**src/hw/rtl/glc_pkg.sv**
```systemverilog
// Shared constants, types and the color blend function of the glyph line compositor.
// Depends on nothing; every other file imports it.
package glc_pkg;

    localparam int MAX_WIDTH   = 720;
    localparam int MAX_HEIGHT  = 32;
    localparam int STORE_DEPTH = MAX_WIDTH * MAX_HEIGHT;
    localparam int ADDR_W      = $clog2(STORE_DEPTH);
    localparam int X_W         = $clog2(MAX_WIDTH);
    localparam int ROW_W       = $clog2(MAX_HEIGHT);
    localparam int EW_W        = $clog2(MAX_WIDTH + 1);
    localparam int EH_W        = $clog2(MAX_HEIGHT + 1);

    localparam int QUEUE_DEPTH = 4;
    localparam int QPTR_W      = $clog2(QUEUE_DEPTH);
    localparam int QCNT_W      = $clog2(QUEUE_DEPTH + 1);

    // Input actions
    localparam logic [1:0] ACT_CLEAR  = 2'd0;
    localparam logic [1:0] ACT_HEADER = 2'd1;
    localparam logic [1:0] ACT_PIXEL  = 2'd2;
    localparam logic [1:0] ACT_READ   = 2'd3;

    // Configuration register indexes
    localparam logic [2:0] CFG_LINE_WIDTH  = 3'd0;
    localparam logic [2:0] CFG_FONT_HEIGHT = 3'd1;
    localparam logic [2:0] CFG_BASELINE    = 3'd2;
    localparam logic [2:0] CFG_FORE_COLOR  = 3'd3;
    localparam logic [2:0] CFG_BACK_COLOR  = 3'd4;

    // Store operations passed from front to back
    localparam logic [1:0] OP_CLEAR = 2'd0;
    localparam logic [1:0] OP_WRITE = 2'd1;
    localparam logic [1:0] OP_READ  = 2'd2;

    typedef struct packed {
        logic [1:0]        kind;
        logic              hit;
        logic [ADDR_W-1:0] addr;
        logic [3:0]        level;
    } t_op;

    function automatic logic [4:0] blend_chan(input logic [4:0] f, input logic [4:0] b,
                                              input logic [7:0] d);
        logic [7:0]  dn;
        logic [12:0] pf;
        logic [12:0] pb;
        logic [12:0] s;
        dn = 8'd255 - d;
        pf = 13'(f) * 13'(d);
        pb = 13'(b) * 13'(dn);
        s  = pf + pb;
        return s[12:8];
    endfunction

    function automatic logic [15:0] level_color(input logic [3:0] lv,
                                                input logic [15:0] fore,
                                                input logic [15:0] back);
        logic [7:0]  d;
        logic [15:0] c;
        d = {lv + 4'd1, 4'b0000};
        if (fore == back || lv == 4'd0) begin
            c = back;
        end else if (lv == 4'd15) begin
            c = fore;
        end else begin
            c = {1'b1,
                 blend_chan(fore[14:10], back[14:10], d),
                 blend_chan(fore[9:5], back[9:5], d),
                 blend_chan(fore[4:0], back[4:0], d)};
        end
        return c;
    endfunction

endpackage

```
**src/hw/rtl/glc_queue.sv**
```systemverilog
// Short operation queue between front and back end.
// Uses glc_pkg for the operation type and depth.
module glc_queue (
    input  logic                       i_clk,
    input  logic                       i_rst_n,
    input  logic                       i_push,
    input  glc_pkg::t_op               i_op,
    input  logic                       i_pop,
    output glc_pkg::t_op               o_head,
    output logic                       o_empty,
    output logic [glc_pkg::QCNT_W-1:0] o_cnt
);
    import glc_pkg::*;

    t_op               r_slot [QUEUE_DEPTH];
    logic [QPTR_W-1:0] r_wp, r_rp;
    logic [QCNT_W-1:0] r_cnt;

    always_ff @(posedge i_clk) begin
        if (i_push) begin
            r_slot[r_wp] <= i_op;
        end
    end

    always_ff @(posedge i_clk) begin
        if (!i_rst_n) begin
            r_wp  <= '0;
            r_rp  <= '0;
            r_cnt <= '0;
        end else begin
            if (i_push) begin
                r_wp <= r_wp + QPTR_W'(1);
            end
            if (i_pop) begin
                r_rp <= r_rp + QPTR_W'(1);
            end
            case ({i_push, i_pop})
                2'b10:   r_cnt <= r_cnt + QCNT_W'(1);
                2'b01:   r_cnt <= r_cnt - QCNT_W'(1);
                default: r_cnt <= r_cnt;
            endcase
        end
    end

    assign o_head  = r_slot[r_rp];
    assign o_empty = (r_cnt == '0);
    assign o_cnt   = r_cnt;

endmodule

```
**config.mk**
```make
export PLATFORM = sky130hd
export DESIGN_NAME = glc_queue
export DESIGN_NICKNAME = d
export VERILOG_FILES = /design/src/hw/rtl/glc_pkg.sv /design/src/hw/rtl/glc_queue.sv
export SDC_FILE = /design/constraint.sdc
export NUM_CORES = 1
export LEC_CHECK = 0
export ABC_AREA = 1
export BUFFER_PORTS_ARGS = -buffer_cell sky130_fd_sc_hd__buf_2
export CORE_UTILIZATION = 30
export CTS_CLUSTER_SIZE = 14
export DETAILED_ROUTE_END_ITERATION = 10
export RECOVER_POWER = 50
export SETUP_SLACK_MARGIN = 0.2
export SYNTH_ARGS = -nofsm -noshare
export SYNTH_HDL_FRONTEND = slang
export SYNTH_SLANG_ARGS = --single-unit
```
**constraint.sdc**
```tcl
create_clock -name i_clk -period 1.29 [get_ports i_clk]
set_input_delay 0.258 -clock i_clk [delete_from_list [all_inputs] [get_ports i_clk]]
set_output_delay 0.258 -clock i_clk [all_outputs]
set_load 0.1 [all_outputs]
```
* Yosys cells after proc, flatten, opt, wreduce, memory -nomap -nowiden
Memories as Yosys holds them, arrays and structs flattened. A register that Yosys moved wholly into a read port is not among the register bits.
Cells that the tools add are included.
** Word-level totals
- Bits in registers :: 7
- RAM bits :: 88
- Output and inout bits :: 26
- Memories kept :: 1
** Memories
- r_slot :: words 4, width 22, rd ports 1, clocked after Yosys merged registers in 1, write ports 1, line glc_queue.sv:15 : t_op r_slot [QUEUE_DEPTH];
** Cells by class
- Add/sub/neg operators :: 4
- Equality and inequality tests :: 2
- Multiplexer cells :: 5
- Reductions and logical operators :: 2
** Operators by type and width (count)
- 3-bit case mux with 2 select lines :: 1
- 2-bit by 1-bit adder with 2-bit output, second input constant :: 2
- 2-bit two-way mux :: 2
- 3-bit by 1-bit adder with 3-bit output, second input constant :: 1
- 3-bit zero test :: 1
- 3-bit by 1-bit subtractor with 3-bit output, second input constant :: 1
- 2-bit by 1-bit == test with 1-bit output, second input constant :: 1
- 2-bit == test, second input constant :: 1
- 1-bit two-way mux :: 2
- 2-bit nonzero test :: 1

* Logic depth before layout (Yosys ltp)
- Depth after elaboration :: 3
- Depth in mapped cells :: 10

* Least setup slack after synthesis
Ideal clock, no wire load.
- Path type :: register to output
- Start :: register r_cnt[1] (netlist: o_cnt[1])
- End :: output o_empty
- Data arrival time :: 2865 ps
- Slack :: -1833 ps
- Cell stages (with the launch flop) :: 2
- Buffers on the path :: 0
- Cell sequence :: dfxtp_1 > nor3_1
** On the way
- Cells in the longest elaborated chain, start to end :: 1
** Ends and longest elaborated chain
- start, declared :: line glc_queue.sv:17 : logic [QCNT_W-1:0] r_cnt;
- start signal, assigned :: line glc_queue.sv:38 : 2'b10: r_cnt <= r_cnt + QCNT_W'(1);
- start signal, assigned :: line glc_queue.sv:39 : 2'b01: r_cnt <= r_cnt - QCNT_W'(1);
- start signal, assigned :: line glc_queue.sv:40 : default: r_cnt <= r_cnt;
- 3-bit zero test :: line glc_queue.sv:46 : assign o_empty = (r_cnt == '0);
- end, declared :: line glc_queue.sv:10 : output logic o_empty,
Every way passes these cells.

==> impl_metrics.toml <==
[run_status]
run_status = "finished with violations"
violations = "setup timing"

[die]
initial_standard_cell_utilization_of_the_core_pct = 30.92
chipHeight_um = 113.5
core.rowCount = 40
core_um2 = 12060
top_level_ports = 52
die_area_um2 = 12880
dieWidth_um = 113.5

[timing]
fmax_mhz = 559.9
setup_viol = 51
slew_viol_final = 0
tightestPinTransition_ns = 0.3645
finalHoldViolations = 0
grt_setup_unrepaired = "true"
postLayoutSetupSlackWorst_ns = -0.4962
slew_headroom_pct = 75.44
fin_worst_skew_ns = 0.003095
period_minus_slack_ns = 1.786
period_share_pct = 138.5
final.setup.tns_ns = -11.79

[critical_path]
worst-r2r-cell-count = 6
worst-endpoint-required_ns = 1.03
crit_path_max_fanout = 8
timing_worst_setup_path_type = "reg2out"
rr_endpoint = "r_slot[2][8]"
crit_path_end_kind = "output pin"
worst_setup_path_start_kind = "flip-flop"
ff2ff_setup_slack_ns = -0.06
setup.worst_path.end = "o_head[8]"
arrival_time_reported_for_the_critical_path_endpoint_ns = 1.53
r2r_start = "r_wp[1]"

[drt]
route.vias.total = 2544
drtAntennaViolNets = 0
highest_layer = "met4"
routedWlPerCell_um = 16.85
first_pass_iters = 4
dr_wl_met2_um = 5050
wl_met3_um = 412
postRouteWirelength_um = 9248
drt-met1-wl_um = 3550
drt_iter0_markers = 117
route.detailed.vias_per_inst = 4.634
drc_errors = 0

[pwr]
p_sw_w = 0.002725
power.sequential.fraction_pct = 40.7
cell_internal_pwr_w = 0.006265
power.density_cell_area_nw_per_um2 = 1399
power.clock.fraction_pct = 29.7
totalPowerFinal_w = 0.008990
peakVddDrop_v = 0.0006587
comb_power_share_pct = 29.6
power.share.switching_pct = 30.31
p_leak_nw = 2.222

[synth]
most_used_dff_post_synth = "sky130_fd_sc_hd__edfxtp_1"
mappedNetlistNets = 301
synth-seq-cells = 97
postSynth.asyncResetShare_pct = 0
synth-edff-count = 88
ys_top_cells_by_count = "88 x sky130_fd_sc_hd__edfxtp_1, 47 x sky130_fd_sc_hd__nor2_1, 32 x sky130_fd_sc_hd__o21ai_0"
netlist_top_cells_area = "sky130_fd_sc_hd__edfxtp_1 71%, sky130_fd_sc_hd__dfxtp_1 4.8%, sky130_fd_sc_hd__nor2_1 4.7%"
synth_top_cell_area_share_pct = 70.85
synth_top_cell_by_area = "sky130_fd_sc_hd__edfxtp_1"
synth_seq_area_share_pct = 75.68
syn_area_per_cell_um2 = 13.87
synth_warnings = 0
mappedNetlistArea_um2 = 3730
synth_most_common_cell = "sky130_fd_sc_hd__edfxtp_1"
postSynthCellCount = 269
yosysUniqueCellTypes = 19

[cells_and_area]
layout-area-overhead-vs-synth_pct = 72.29
post_layout_nonfiller_instances = 549
num-nets-final = 408
fraction_of_layout_cells_with_a_size_suffix_above_1_pct = 53.54
antennaDiodeCount = 0

[clock_network]
numClockSinks = 97
tritoncts.num_buffers = 9
clk_pin_slew_worst_paths_ns = 0.06
htree_num_levels = 3
clk_latency_ns = 0.34
clock-root-buffer = "sky130_fd_sc_hd__clkbuf_16"
cts_max_path_buffers = 2
tritoncts = "yes"

[min_path]
min_from = "i_op[19]"
hold_class = "in2reg"

[grt]
first_global_vias = 2689
grt_start_max_net_pins = 16
grt_usage_pct = 14.67
wire_length_of_the_first_global_routing_pass_um = 13930
grt_antenna_before_repair = 0
grt_overflow = 0

[job]
max_cap_violations = 0

[placement]
dp_hpwl_um = 5393
dp.cells = 509
globalplace.congestion = 0.7314
count_of_input_and_output_buffers = 51
stage by stage:
step	setup WS (ns)	instance area, um^2	hold WS [ns]	util, %
3_5_place_dp	-0.1938	5329	0.4586	44.18
2_1_floorplan	-0.2485	4195	0.3569	-
5_1_grt	-0.5661	6426	0.1418	53.28
3_3_place_gp	-0.1782	5329	0.4440	44.18
6_report	-0.4962	6426	0.1426	53.28
4_1_cts	-0.5255	6105	0.1250	50.61
worst max-delay path, cell delays in order (launching register included):
cell and delay [ns]:
sky130_fd_sc_hd__dfxtp_4 0.37, sky130_fd_sc_hd__buf_8 0.15, sky130_fd_sc_hd__inv_8 0.10, sky130_fd_sc_hd__buf_16 0.17, sky130_fd_sc_hd__nor2_4 0.04, sky130_fd_sc_hd__o22ai_4 0.16, sky130_fd_sc_hd__buf_12 0.20
logic make-up after synthesis:
logic type      synth area share, %
flops                         75.68
buf+inv                       4.965
fa+ha+maj                     2.214
compound gates                11.07
simple gates                  6.072
what timing repair did:
item	4_1_cts	5_1_grt
setup buffers	10	3
hold buffers	0	0
gates cloned	7	4
endpoints found under the setup margin	116	116
resized for setup	57	62
pin swaps	4	8
cells in the final DEF (no fill, tap or decap), types with 2 or more instances in the layout:
| cell | Yosys | final |
|---|---|---|
| sky130_fd_sc_hd__edfxtp_1 | 88 | 88 |
| sky130_fd_sc_hd__buf_12 | 0 | 44 |
| sky130_fd_sc_hd__nor2_1 | 47 | 24 |
| sky130_fd_sc_hd__o22ai_4 | 0 | 22 |
| sky130_fd_sc_hd__clkbuf_1 | 0 | 20 |
| sky130_fd_sc_hd__o21ai_4 | 0 | 18 |
| sky130_fd_sc_hd__buf_4 | 2 | 17 |
| sky130_fd_sc_hd__o21ai_0 | 32 | 16 |
| sky130_fd_sc_hd__nor2_2 | 0 | 15 |
| sky130_fd_sc_hd__o21ai_1 | 18 | 12 |
| sky130_fd_sc_hd__clkbuf_16 | 0 | 12 |
| sky130_fd_sc_hd__buf_6 | 7 | 10 |
| sky130_fd_sc_hd__nor2_4 | 0 | 8 |
| sky130_fd_sc_hd__dfxtp_4 | 0 | 7 |
| sky130_fd_sc_hd__buf_2 | 4 | 7 |
| sky130_fd_sc_hd__inv_1 | 15 | 6 |
| sky130_fd_sc_hd__buf_16 | 0 | 6 |
| sky130_fd_sc_hd__o21ai_2 | 0 | 4 |
| sky130_fd_sc_hd__clkinvlp_4 | 0 | 4 |
| sky130_fd_sc_hd__a21oi_1 | 5 | 4 |
| sky130_fd_sc_hd__ha_4 | 0 | 4 |
| sky130_fd_sc_hd__inv_4 | 0 | 3 |
| sky130_fd_sc_hd__nand2_4 | 0 | 3 |
| sky130_fd_sc_hd__nand2_2 | 0 | 3 |
| sky130_fd_sc_hd__nand2_1 | 9 | 3 |
| sky130_fd_sc_hd__buf_8 | 0 | 3 |
| sky130_fd_sc_hd__inv_2 | 1 | 2 |
| sky130_fd_sc_hd__clkbuf_8 | 0 | 2 |
| sky130_fd_sc_hd__clkinv_2 | 0 | 2 |
| sky130_fd_sc_hd__dfxtp_1 | 9 | 2 |
flip-flops by register name, summed over array words and instances, names as in the netlist, named ones only:
name,cells
o_cnt,3
r_slot,88
r_rp,2
r_wp,2
layer usage:
| layer | vias to the layer above | track usage, % |
|---|---|---|
| met5 | - | 0 |
| li1 | 1207 | - |
| met1 | 1257 | 16.56 |
| met2 | 62 | 26.02 |
| met3 | 18 | 3.294 |
| met4 | 0 | 7.456 |
cell type report:
cell class	count	area, um^2
Fill cell	952	5635
Multi-Input combinational cell	142	1443
Clock inverter	3	40.04
Timing Repair inverter	1	11.26
Timing Repair Buffer	108	1509
Sequential cell	97	2849
Inverter	17	103.9
Tap cell	168	210.2
Clock buffer	13	260.3
worst min-delay path by stage:
stage	endpoint	slack, ns	cells after the start
2_1_floorplan	r_slot[0][0]	0.36	0
4_1_cts	r_slot[3][10]	0.12	1
6_report	r_slot[2][19]	0.14	1
5_1_grt	r_slot[2][8]	0.14	1
3_5_place_dp	r_rp[1]	0.46	1
3_3_place_gp	r_rp[1]	0.44	1
power by group through the flow:
stage,registers (W),clock network [W],logic [W]
2_1_floorplan,0.00378,0,0.00136
3_3_place_gp,0.00371,0,0.00223
3_5_place_dp,0.00372,0,0.00226
4_1_cts,0.00365,0.00271,0.00251
5_1_grt,0.00367,0.00284,0.00276
6_report,0.00366,0.00267,0.00266
Power figures use the tool's default switching activity.
