**src/hw/rtl/glc_pkg.sv**
```systemverilog
// Shared constants, types and the color blend function of the glyph line compositor.
// Depends on nothing; every other file imports it.
package glc_pkg;

    localparam int MAX_WIDTH   = 720;
    localparam int MAX_HEIGHT  = 32;
    localparam int STORE_DEPTH = MAX_WIDTH * MAX_HEIGHT;
    localparam int ADDR_W      = $clog2(STORE_DEPTH);
    localparam int X_W         = $clog2(MAX_WIDTH);
    localparam int ROW_W       = $clog2(MAX_HEIGHT);
    localparam int EW_W        = $clog2(MAX_WIDTH + 1);
    localparam int EH_W        = $clog2(MAX_HEIGHT + 1);

    localparam int QUEUE_DEPTH = 4;
    localparam int QPTR_W      = $clog2(QUEUE_DEPTH);
    localparam int QCNT_W      = $clog2(QUEUE_DEPTH + 1);

    // Input actions
    localparam logic [1:0] ACT_CLEAR  = 2'd0;
    localparam logic [1:0] ACT_HEADER = 2'd1;
    localparam logic [1:0] ACT_PIXEL  = 2'd2;
    localparam logic [1:0] ACT_READ   = 2'd3;

    // Configuration register indexes
    localparam logic [2:0] CFG_LINE_WIDTH  = 3'd0;
    localparam logic [2:0] CFG_FONT_HEIGHT = 3'd1;
    localparam logic [2:0] CFG_BASELINE    = 3'd2;
    localparam logic [2:0] CFG_FORE_COLOR  = 3'd3;
    localparam logic [2:0] CFG_BACK_COLOR  = 3'd4;

    // Store operations passed from front to back
    localparam logic [1:0] OP_CLEAR = 2'd0;
    localparam logic [1:0] OP_WRITE = 2'd1;
    localparam logic [1:0] OP_READ  = 2'd2;

    typedef struct packed {
        logic [1:0]        kind;
        logic              hit;
        logic [ADDR_W-1:0] addr;
        logic [3:0]        level;
    } t_op;

    function automatic logic [4:0] blend_chan(input logic [4:0] f, input logic [4:0] b,
                                              input logic [7:0] d);
        logic [7:0]  dn;
        logic [12:0] pf;
        logic [12:0] pb;
        logic [12:0] s;
        dn = 8'd255 - d;
        pf = 13'(f) * 13'(d);
        pb = 13'(b) * 13'(dn);
        s  = pf + pb;
        return s[12:8];
    endfunction

    function automatic logic [15:0] level_color(input logic [3:0] lv,
                                                input logic [15:0] fore,
                                                input logic [15:0] back);
        logic [7:0]  d;
        logic [15:0] c;
        d = {lv + 4'd1, 4'b0000};
        if (fore == back || lv == 4'd0) begin
            c = back;
        end else if (lv == 4'd15) begin
            c = fore;
        end else begin
            c = {1'b1,
                 blend_chan(fore[14:10], back[14:10], d),
                 blend_chan(fore[9:5], back[9:5], d),
                 blend_chan(fore[4:0], back[4:0], d)};
        end
        return c;
    endfunction

endpackage

```
**src/hw/rtl/glc_front.sv**
```systemverilog
// Front end: accepts actions, tracks pen and glyph raster position, clips pixels
// and turns store accesses into queued operations. Uses glc_pkg.
module glc_front (
    input  logic                     i_clk,
    input  logic                     i_rst_n,
    input  logic                     i_accept,
    input  logic [1:0]               i_action,
    input  logic [15:0]              i_advance_x,
    input  logic signed [15:0]       i_advance_y,
    input  logic signed [7:0]        i_bearing_left,
    input  logic signed [7:0]        i_bearing_top,
    input  logic [7:0]               i_glyph_rows,
    input  logic [7:0]               i_glyph_cols,
    input  logic [7:0]               i_glyph_pixel,
    input  logic [9:0]               i_read_x,
    input  logic [4:0]               i_read_y,
    input  logic [glc_pkg::EW_W-1:0] i_eff_w,
    input  logic [glc_pkg::EH_W-1:0] i_eff_h,
    input  logic [4:0]               i_baseline,
    output logic                     o_push,
    output glc_pkg::t_op             o_op
);
    import glc_pkg::*;

    logic [15:0] r_pen_x, r_pen_y, r_org_x, r_org_y;
    logic        r_first;
    logic [7:0]  r_col, r_row, r_cur_cols, r_cur_rows;

    logic             r_s1_valid;
    logic [1:0]       r_s1_kind;
    logic             r_s1_hit;
    logic [X_W-1:0]   r_s1_x;
    logic [ROW_W-1:0] r_s1_y;
    logic [3:0]       r_s1_level;

    logic [15:0] bl16, bt16, pen_x_base, pen_y_base, ady_sh;
    logic        live, pix_hit, rd_hit, col_wrap;
    logic [16:0] pi, pj;
    logic [ADDR_W-1:0] addr_c;

    always_comb begin
        bl16       = {{8{i_bearing_left[7]}}, i_bearing_left};
        bt16       = {{8{i_bearing_top[7]}}, i_bearing_top};
        pen_x_base = r_first ? (16'd0 - bl16) : r_pen_x;
        pen_y_base = r_first ? 16'(i_baseline) : r_pen_y;
        // floor divide by 64
        ady_sh     = {{6{i_advance_y[15]}}, i_advance_y[15:6]};

        live     = (r_cur_cols != 8'd0) && (r_row < r_cur_rows);
        pi       = {r_org_x[15], r_org_x} + {9'd0, r_col};
        pj       = {r_org_y[15], r_org_y} + {9'd0, r_row};
        pix_hit  = !pi[16] && !pj[16] && (pi[15:0] < 16'(i_eff_w))
                   && (pj[15:0] < 16'(i_eff_h));
        col_wrap = ({1'b0, r_col} + 9'd1) >= {1'b0, r_cur_cols};
        rd_hit   = (16'(i_read_x) < 16'(i_eff_w)) && (16'(i_read_y) < 16'(i_eff_h));
    end

    always_ff @(posedge i_clk) begin
        if (!i_rst_n) begin
            r_pen_x    <= '0;
            r_pen_y    <= '0;
            r_org_x    <= '0;
            r_org_y    <= '0;
            r_first    <= 1'b1;
            r_col      <= '0;
            r_row      <= '0;
            r_cur_cols <= '0;
            r_cur_rows <= '0;
            r_s1_valid <= 1'b0;
        end else begin
            if (i_accept) begin
                case (i_action)
                    ACT_CLEAR: begin
                        r_first    <= 1'b1;
                        r_col      <= '0;
                        r_row      <= '0;
                        r_cur_cols <= '0;
                        r_cur_rows <= '0;
                        r_s1_valid <= 1'b1;
                    end
                    ACT_HEADER: begin
                        r_first    <= 1'b0;
                        r_org_x    <= pen_x_base + bl16;
                        r_org_y    <= pen_y_base - bt16;
                        r_cur_rows <= i_glyph_rows;
                        r_cur_cols <= i_glyph_cols;
                        r_col      <= '0;
                        r_row      <= '0;
                        r_pen_x    <= pen_x_base + {6'd0, i_advance_x[15:6]};
                        r_pen_y    <= pen_y_base + ady_sh;
                        r_s1_valid <= 1'b0;
                    end
                    ACT_PIXEL: begin
                        r_s1_valid <= live && pix_hit;
                        if (live) begin
                            if (col_wrap) begin
                                r_col <= '0;
                                r_row <= r_row + 8'd1;
                            end else begin
                                r_col <= r_col + 8'd1;
                            end
                        end
                    end
                    ACT_READ: begin
                        r_s1_valid <= 1'b1;
                    end
                    default: begin
                        r_s1_valid <= 1'b0;
                    end
                endcase
            end else begin
                r_s1_valid <= 1'b0;
            end
        end
    end

    // Payload of the pending operation
    always_ff @(posedge i_clk) begin
        if (i_accept) begin
            r_s1_level <= i_glyph_pixel[7:4];
            case (i_action)
                ACT_CLEAR: begin
                    r_s1_kind <= OP_CLEAR;
                    r_s1_hit  <= 1'b0;
                    r_s1_x    <= '0;
                    r_s1_y    <= '0;
                end
                ACT_PIXEL: begin
                    r_s1_kind <= OP_WRITE;
                    r_s1_hit  <= 1'b1;
                    r_s1_x    <= X_W'(pi[15:0]);
                    r_s1_y    <= ROW_W'(pj[15:0]);
                end
                ACT_READ: begin
                    r_s1_kind <= OP_READ;
                    r_s1_hit  <= rd_hit;
                    r_s1_x    <= rd_hit ? X_W'(i_read_x) : '0;
                    r_s1_y    <= rd_hit ? ROW_W'(i_read_y) : '0;
                end
                default: begin
                    r_s1_kind <= OP_CLEAR;
                    r_s1_hit  <= 1'b0;
                    r_s1_x    <= '0;
                    r_s1_y    <= '0;
                end
            endcase
        end
    end

    assign addr_c = ADDR_W'(r_s1_y) * ADDR_W'(i_eff_w) + ADDR_W'(r_s1_x);

    assign o_push = r_s1_valid;
    always_comb begin
        o_op.kind  = r_s1_kind;
        o_op.hit   = r_s1_hit;
        o_op.addr  = addr_c;
        o_op.level = r_s1_level;
    end

endmodule

```
**config.mk**
```make
export PLATFORM = sky130hd
export DESIGN_NAME = glc_front
export DESIGN_NICKNAME = d
export VERILOG_FILES = /design/src/hw/rtl/glc_pkg.sv /design/src/hw/rtl/glc_front.sv
export SDC_FILE = /design/constraint.sdc
export NUM_CORES = 1
export LEC_CHECK = 0
export BUFFER_PORTS_ARGS = -buffer_cell sky130_fd_sc_hd__buf_2
export CAP_MARGIN = 40
export CORE_MARGIN = 2
export CORE_UTILIZATION = 50
export CTS_BUF_LIST = sky130_fd_sc_hd__clkbuf_4
export CTS_CLUSTER_DIAMETER = 40
export DETAILED_ROUTE_END_ITERATION = 16
export PLACE_DENSITY = 0.7
export SLEW_MARGIN = 20
export SYNTH_ARGS = -nofsm -noshare
export SYNTH_HDL_FRONTEND = slang
export SYNTH_SLANG_ARGS = --single-unit
```
**constraint.sdc**
```tcl
create_clock -name i_clk -period 6.85 [get_ports i_clk]
set_input_delay 0.3425 -clock i_clk [delete_from_list [all_inputs] [get_ports i_clk]]
set_output_delay 0.3425 -clock i_clk [all_outputs]
set_load 0.01 [all_outputs]
```
### Yosys cells after proc, flatten, opt, wreduce, memory -nomap -nowiden

Index checks and enable logic that the tools add are counted.

| operators by class | value |
|---|---|
| bitwise gates (word level) | 0 |
| $mul | 1 |
| order comparisons | 6 |
| reduce and logical (&&, ||, !) cells | 19 |
| mux-type cells | 18 |
| eq/ne operators | 5 |
| add/subtract/negate cells | 11 |
| div/mod/pow operators | 0 |
| shifts and indexed selects | 0 |

Operator list:

| kind | count |
|---|---|
| $pmux 8 s2 | 4 |
| $add 16x9->17 | 2 |
| $add 16x16->16 | 2 |
| $mux 16 | 2 |
| $mux 8 | 4 |
| $pmux 10 s2 | 1 |
| $add 16x10->16 | 1 |
| $add 8x1->8 const B | 2 |
| $lt 16x10->1 | 1 |
| $lt 16x6->1 | 1 |
| $sub 16x16->16 | 1 |
| $add 15x10->15 | 1 |
| $mul 5x10->15 | 1 |
| $lt 10x10->1 | 1 |
| $mux 10 | 1 |
| $pmux 5 s2 | 1 |
| $add 8x1->9 const B | 1 |
| $ge 9x8->1 | 1 |
| $sub 1x8->9 const A | 1 |
| $lt 8x8->1 | 1 |
| $reduce_bool 8->1 | 1 |
| $logic_and 1x1->1 | 6 |
| $lt 5x6->1 | 1 |
| $reduce_and 2->1 | 3 |
| other kinds (13) | 19 |

| word-level totals | value |
|---|---|
| latch bits | 0 |
| output and inout port bits | 23 |
| register bits after elaboration | 120 |
| bits in writable memories | 0 |
| bits in read-only memories | 0 |
| memories | 0 |

### Depth between registers and ports, before layout

Gate-level depths: netlist of run 1.

| depth | value |
|---|---|
| depth after elaboration | 7 |
| gate-level depth with buffers | 17 |
| gate-level depth less buffers | 16 |

### Worst setup path after synthesis of run 1

OpenSTA, ideal clock, no wires.

| path | value |
|---|---|
| kind | register to output |
| start point | reg r_s1_y[4] |
| end point | out o_op[18] (netlist name) |
| data required time | 6508 ps |
| setup slack | 2403 ps |
| arrival | 4104 ps |
| stages on the path, launching flop included | 17 |
| cells stage by stage | edfxtp_1 -> clkbuf_1 -> nand2_1 -> fa_1 -> fa_1 -> fa_1 -> inv_1 -> ha_1 -> a21o_1 -> a21oi_1 -> o21bai_1 -> a21oi_1 -> nor2b_1 -> o2111ai_1 -> nand3_1 -> o41a_1 -> xor2_1 |

RTL lines:

| what | line | text |
|---|---|---|
| from (decl) | glc_front.sv:33 | `logic [ROW_W-1:0] r_s1_y;` |
| from (signal assigned) | glc_front.sv:132 | `r_s1_y <= ROW_W'(pj[15:0]);` |
| from (signal assigned) | glc_front.sv:138 | `r_s1_y <= rd_hit ? ROW_W'(i_read_y) : '0;` |
| to (decl) | glc_front.sv:21 | `output glc_pkg::t_op o_op` |

==> summary.txt, run 1 <==
Critical path
  – Crit path capture type: output port
  – R2R Path Start: r_org_x[1]$_SDFFE_PN0P_
  – Crit. Startpoint: r_s1_y[4]$_DFFE_PP_
  – R2R Setup Slk: 2.81 ns
  – Reg2Reg Depth: 15
  – Reg-to-Reg End: o_push$_SDFF_PN0_
  – Critical path fanouts, max: 10
  – Crit Path Class: flip-flop to output port
  – Arrival time worst endpoint: 5.00 ns
  – Startpoint types: flip-flop
  – Worst EP required: 6.51 ns

Synth
  – Share of the yosys chip area belonging to registers: 24.0%
  – Largest family of logic cells by synthesized area: adder cells
  – Post-synthesis simple-gate area fraction: 17.4%
  – Number of synthesized flops with an enable pin: 22
  – Mux contribution to synthesized area: 1.88%
  – Mapped cell area: 0.0109 mm²
  – Xor/xnor share of the synthesized area: 7.30%
  – YS warnings: 0
  – Syn nets: 1588
  – Mapped Cells: 1290
  – Flops & latches, synth: 120
  – Avg Cell Area, Syn: 8.47 µm²
  – Adder-cell share of the synthesized area: 23.9%
  – Distinct cell type count after synthesis: 77
  – Complex-gate fraction of the synthesized area: 20.4%
  – Main synth FF type: dfxtp_1
  – Post-synth ARST share: 0%

Power
  – Lkg Pwr: 5.63 nW
  – Power density cells: 176 mW/mm²
  – PnR Total Power: 2.13 mW
  – Maximum vdd drop: 0.000116 V

Clock tree
  – Cts bufs inserted: 17
  – CTS clk-pin slew, worst paths: 0.11 ns
  – CTS H-tree depth: 4
  – Clk Latency, worst-skew pair: 0.56 ns
  – CTS Buffer Depth: 2
  – Post-CTS setup repair buffer count: 0
  – Sink Count: 120
  – CTS root buf: clkbuf_4
  – CTS tree: done

GRT
  – Initial antenna violation count: 2
  – Total gr overflow: 0
  – Vias in the first global route: 8573
  – GRT Total Usage: 21.5%
  – First-pass GRT wire length: 39600 µm
  – Pin count of the biggest net entering global routing: 79

Floorplanning
  – IO Count: 136
  – DIE AREA: 0.0230 mm²
  – Area of the core: 0.0216 mm²
  – Initial Util: 50.5%
  – Die span in y: 152 µm
  – Die W: 152 µm
  – Std cell rows: 54

Cells and area
  – Layout area overhead: 10.8%
  – Fin util: 56.0%
  – FF/Latch Area: 0.00262 mm²
  – Filler cells: 2036
  – Layout cells sized above 1: 13.8%
  – Fin nets: 1697
  – Non-Filler Instances: 1693
  – Multi-input combinational cell area: 0.00775 mm²

Worst hold path
  – Hold-critical path endpoint: r_cur_cols[6]$_SDFFE_PN0P_
  – Cells on Worst Hold Path: 3
  – Hold WC Path Type: primary input to flip-flop
  – HP Start: i_glyph_cols[6]

Timing
  – Fin. max-slew vios: 0
  – Final setup viols: 0
  – Final Critical Period: 5.35 ns
  – Final period util: 78.1%
  – RSZ-0062 raised after global routing: false
  – Clock Skew: 0.0148 ns
  – Worst-margin pin slew: 0.781 ns
  – Relative slew slack: 47.9%
  – Fin Setup TNS: 0 ns
  – Hold Fails Final Rpt: 0
  – Fmax: 187 MHz

Detailed routing
  – Post-route DRC: 0
  – Post-route ant nets: 0
  – Total wire length: 24300 µm
  – DR pass1 iterations: 5
  – DR iter-0 viols: 394
  – Vias: 9264
  – DR vias/cell: 5.47
  – Wire per inst: 14.4 µm

Place
  – Port Buffers: 119
  – Routability congestion estimate: 0.853
  – Hpwl dp: 19200 µm
  – # placed instances: 1655

Run
  – Max-cap violations: 0

Run status
  – Status: finished clean
[per-stage QoR]
step / hold slack (ns) / cell area, µm² / setup slack (ns)
5_1_grt: 0.00658 / 12100 / 1.22
3_3_place_gp: 0.433 / 11700 / 2.21
6_report: 0.0320 / 12100 / 1.50
2_1_floorplan: 0.417 / 10900 / 2.40
3_5_place_dp: 0.440 / 11800 / 2.07
4_1_cts: 0.00326 / 12100 / 1.46
[worst max-delay path by stage]
stage | end | slack (ns) | cells after the start
floorplan | o_op[18] | 2.40 | 16
global placement | o_op[18] | 2.21 | 16
detailed placement | o_op[18] | 2.07 | 16
CTS | o_op[18] | 1.46 | 16
global route | o_op[18] | 1.22 | 16
finish | o_op[18] | 1.50 | 16
[synth_stat cells, drive strengths merged (7+ instances only)]
cell type / count / share of area, %
ha: 145 / 17
nand2: 141 / 4.8
a21oi: 106 / 5.0
inv: 101 / 3.5
dfxtp: 98 / 18
nor2: 93 / 3.3
o21ai: 60 / 2.9
xnor2: 59 / 4.7
fa: 40 / 7.3
a21o: 33 / 2.3
clkbuf: 33 / 1.1
xor2: 32 / 2.6
and2: 27 / 1.5
nor2b: 26 / 1.5
edfxtp: 22 / 6.0
o21a: 21 / 1.5
nor3: 20 / 0.92
nand2b: 19 / 1.2
nand3: 19 / 0.87
a22oi: 17 / 1.2
and3: 17 / 1.0
a211oi: 16 / 1.2
a22o: 16 / 1.3
mux2: 12 / 1.2
nand4: 9 / 0.52
or3: 9 / 0.52
a31oi: 8 / 0.46
buf: 8 / 0.40
a211o: 7 / 0.57
mux2i: 7 / 0.64
o211ai: 7 / 0.53
[metal layers]
| metal | global-route usage, % | share of wire [%] |
|---|---|---|
| met1 | 27.6 | 47 |
| met2 | 36.4 | 47 |
| met3 | 4.19 | 4.2 |
| met4 | 6.48 | 1.9 |
| met5 | 0 | 0 |
[critical path: stages (launching register included)]
cell and delay, ns:
edfxtp_1 0.56, nand2_1 0.13, fa_1 0.52, fa_1 0.52, fa_1 0.54, inv_1 0.04, ha_1 0.32, a21o_1 0.19
a21oi_1 0.23, o21bai_1 0.10, a21oi_1 0.23, nor2b_1 0.10, o2111ai_1 0.18, nand3_1 0.13, o41a_1 0.34, xor2_1 0.15
buf_2 0.15
[flip-flops by register name (all words and copies together) (netlist names)]
name        flops
r_org_x        16
r_org_y        16
r_pen_x        16
r_pen_y        16
r_s1_x         10
r_col           8
r_cur_cols      8
r_cur_rows      8
r_row           8
r_s1_y          5
r_s1_level      4
r_s1_kind       2
o_push          1
r_first         1
r_s1_hit        1
[layout by cell type, fill, tap and decap left out, types with 5 or more instances in the layout]
master	instances
o21ai_0	49
o21bai_1	6
nor2b_1	26
inv_1	98
o21ai_1	8
nand2b_1	18
clkbuf_4	19
o21a_1	20
buf_4	5
or3_1	9
buf_2	120
a21oi_2	5
nor3_1	20
mux2i_1	7
xnor2_1	59
ha_1	145
a31oi_1	8
and3_1	15
o211ai_1	6
a211o_1	6
edfxtp_1	22
and2_1	26
o2111ai_1	5
nand4_1	9
nor2_1	92
nand3_1	19
a211oi_1	13
nand2_1	141
a21oi_1	101
xor2_1	32
fa_1	40
a22o_1	16
a22oi_1	17
clkinv_2	5
dfxtp_1	98
a21o_1	33
mux2_2	12
[where the power goes]
part / total (mW) / leakage (nW) / switching (mW) / internal, mW
combinational: 0.830 / 4.45 / 0.451 / 0.379
sequential: 0.781 / 1.02 / 0.0279 / 0.753
clock: 0.523 / 0.161 / 0.271 / 0.252
[final cells by class]
type / count / share of cell area [%]
timing repair buffer: 131 / 5.90
sequential: 120 / 21.7
inverter: 101 / 3.13
clock buffer: 19 / 1.18
multi-input combinational: 1028 / 64.1
tap: 280 / 2.90
antenna: 2 / 0.0414
clock inverter: 12 / 1.10
[cell families after synthesis]
| group | Yosys count |
|---|---|
| multiplexers | 19 |
| XOR/XNOR | 91 |
| adder cells (fa/ha/maj) | 185 |
| buffers and inverters | 142 |
| AND/OR/NAND/NOR | 398 |
| flip-flops | 120 |
| AO/OA/AOI/OAI | 335 |
[timing repair]
item | CTS | global route
hold endpoints to repair | 4 | 0
resized for setup | 0 | 0
hold buffers | 4 | 0
No activity file was read; power rests on OpenSTA's default activity.
==> run 2, diff against run 1 <==
==> constraint.sdc (replaced) <==
create_clock -name i_clk -period 5.1 [get_ports i_clk]
set_input_delay 0.255 -clock i_clk [delete_from_list [all_inputs] [get_ports i_clk]]
set_output_delay 0.255 -clock i_clk [all_outputs]
set_load 0.01 [all_outputs]
==> run 2 against run 1 <==
Clock skew rose by 0.00070 ns. Register-to-register slack lost 1.8 ns. Cell count up 2.7%.
==> summary.txt, run 2 (same netlist as run 1, synthesis figures left out) <==
Floorplanning
  – Die W: 152 µm
  – Area of the core: 0.0216 mm²
  – DIE AREA: 0.0230 mm²
  – Initial Util: 50.5%
  – Std cell rows: 54
  – Die span in y: 152 µm
  – IO Count: 136

Critical path
  – Crit Path Class: flip-flop to output port
  – Crit path capture type: output port
  – Startpoint types: flip-flop
  – Worst EP required: 4.85 ns
  – Reg2Reg Depth: 15
  – Critical path fanouts, max: 5
  – R2R Path Start: r_org_x[1]$_SDFFE_PN0P_
  – Arrival time worst endpoint: 4.65 ns
  – Reg-to-Reg End: o_push$_SDFF_PN0_
  – R2R Setup Slk: 1.01 ns

Detailed routing
  – DR pass1 iterations: 5
  – DR vias/cell: 5.50
  – Post-route DRC: 0
  – Vias: 9562
  – Wire per inst: 14.6 µm
  – DR iter-0 viols: 449
  – Post-route ant nets: 0
  – Total wire length: 25300 µm

Worst hold path
  – Hold WC Path Type: primary input to flip-flop
  – HP Start: i_read_y[4]
  – Hold-critical path endpoint: r_s1_y[4]$_DFFE_PP_
  – Cells on Worst Hold Path: 2

GRT
  – Total gr overflow: 0
  – Initial antenna violation count: 1
  – GRT Total Usage: 22.4%
  – First-pass GRT wire length: 41600 µm
  – Vias in the first global route: 9049
  – Pin count of the biggest net entering global routing: 79

Clock tree
  – CTS root buf: clkbuf_4
  – Clk Latency, worst-skew pair: 0.56 ns
  – CTS Buffer Depth: 2
  – CTS H-tree depth: 4
  – Sink Count: 120
  – CTS tree: done
  – Cts bufs inserted: 17
  – CTS clk-pin slew, worst paths: 0.11 ns

Power
  – Lkg Pwr: 5.88 nW
  – Power density cells: 242 mW/mm²
  – Maximum vdd drop: 0.000133 V

Timing
  – Final period util: 96.3%
  – Hold Fails Final Rpt: 0
  – Clock Skew: 0.0155 ns
  – Fin Hold WS: 0.0302 ns
  – RSZ-0062 raised after global routing: true
  – Fin. max-slew vios: 0
  – Final Critical Period: 4.91 ns
  – Fmax: 204 MHz
  – Final setup viols: 0
  – Worst-margin pin slew: 0.762 ns
  – Relative slew slack: 49.1%

Cells and area
  – Most common cell after layout, fill and taps aside: ha_1
  – Fin nets: 1742
  – Layout area overhead: 15.9%
  – Commonest non-fill, non-tap cells in the layout: ha_1, nand2_1, buf_2
  – Fin util: 58.6%
  – Layout cells sized above 1: 15.1%
  – Filler cells: 1990

Place
  – Hpwl dp: 19400 µm
  – Port Buffers: 119
  – Routability congestion estimate: 0.843

Run
  – Max-cap violations: 0

Run status
  – Status: finished clean
run 2: worst max-delay path, stage by stage, from the launching register on:
cell and delay, ns:
edfxtp_1 0.51, buf_4 0.18, and2_1 0.14, fa_1 0.46, ha_1 0.31, ha_1 0.29, ha_2 0.21, fa_2 0.41
a21o_1 0.18, a21oi_2 0.15, o21bai_1 0.09, a21oi_2 0.16, nor2b_1 0.08, o2111ai_1 0.19, nand3_1 0.13, o41a_1 0.34
xor2_1 0.14, buf_2 0.13
run 2: cell type report:
| type | count | area [µm²] | area share [%] |
|---|---|---|---|
| Antenna cell | 1 | 2.50 | 0.0198 |
| Clock buffer | 17 | 128 | 1.01 |
| Clock inverter | 15 | 221 | 1.75 |
| Inverter | 101 | 379 | 2.99 |
| Multi-Input combinational cell | 1028 | 7790 | 61.6 |
| Sequential cell | 120 | 2620 | 20.7 |
| Tap cell | 280 | 350 | 2.77 |
| Timing Repair Buffer | 176 | 1160 | 9.19 |
run 2: how the worst max path moves through the flow:
stage                              from  endpoint  slack [ns]
global route        r_s1_y[1]$_DFFE_PP_  o_op[18]       -0.05
finish              r_s1_y[1]$_DFFE_PP_  o_op[18]        0.19
global placement    r_s1_y[4]$_DFFE_PP_  o_op[18]        0.56
CTS                 r_s1_y[1]$_DFFE_PP_  o_op[18]        0.03
floorplan           r_s1_y[4]$_DFFE_PP_  o_op[18]        0.74
detailed placement  r_s1_y[4]$_DFFE_PP_  o_op[18]        0.50
run 2: power breakdown:
part	switching, mW	internal (mW)	total [mW]
logic	0.622	0.547	1.17
clock network	0.400	0.441	0.840
registers	0.0374	1.01	1.05
run 2: through the flow:
step | std cells | worst slack, ns | power, mW | TNS [ns] | cell area (µm²)
final | 1738 | 0.191 | 3.06 | 0 | 12700
after global routing | 1738 | -0.0526 | 3.29 | -0.0526 | 12700
after CTS | 1734 | 0.0339 | 3.07 | 0 | 12600
after detailed placement | 1659 | 0.497 | 2.18 | 0 | 11800
after global placement | 1656 | 0.561 | 2.16 | 0 | 11800
after floorplan | 1290 | 0.741 | 1.88 | 0 | 10900
run 2: per-layer routing:
metal | global-route usage, % | vias up | routed length [µm]
li1 | - | 4858 | -
met3 | 3.68 | 33 | 1230
met4 | 6.71 | 0 | 521
met1 | 28.0 | 4467 | 11400
met2 | 39.4 | 204 | 12200
met5 | 0 | - | 0
run 2: repair_timing:
| item | in CTS | in global routing |
|---|---|---|
| endpoints found under the hold margin | 35 | 0 |
| hold buffers | 35 | 0 |
| setup buffers | 8 | 2 |
| pin swaps | 0 | 8 |
| gates resized for setup | 2 | 8 |
| endpoints found under the setup margin | 1 | 2 |
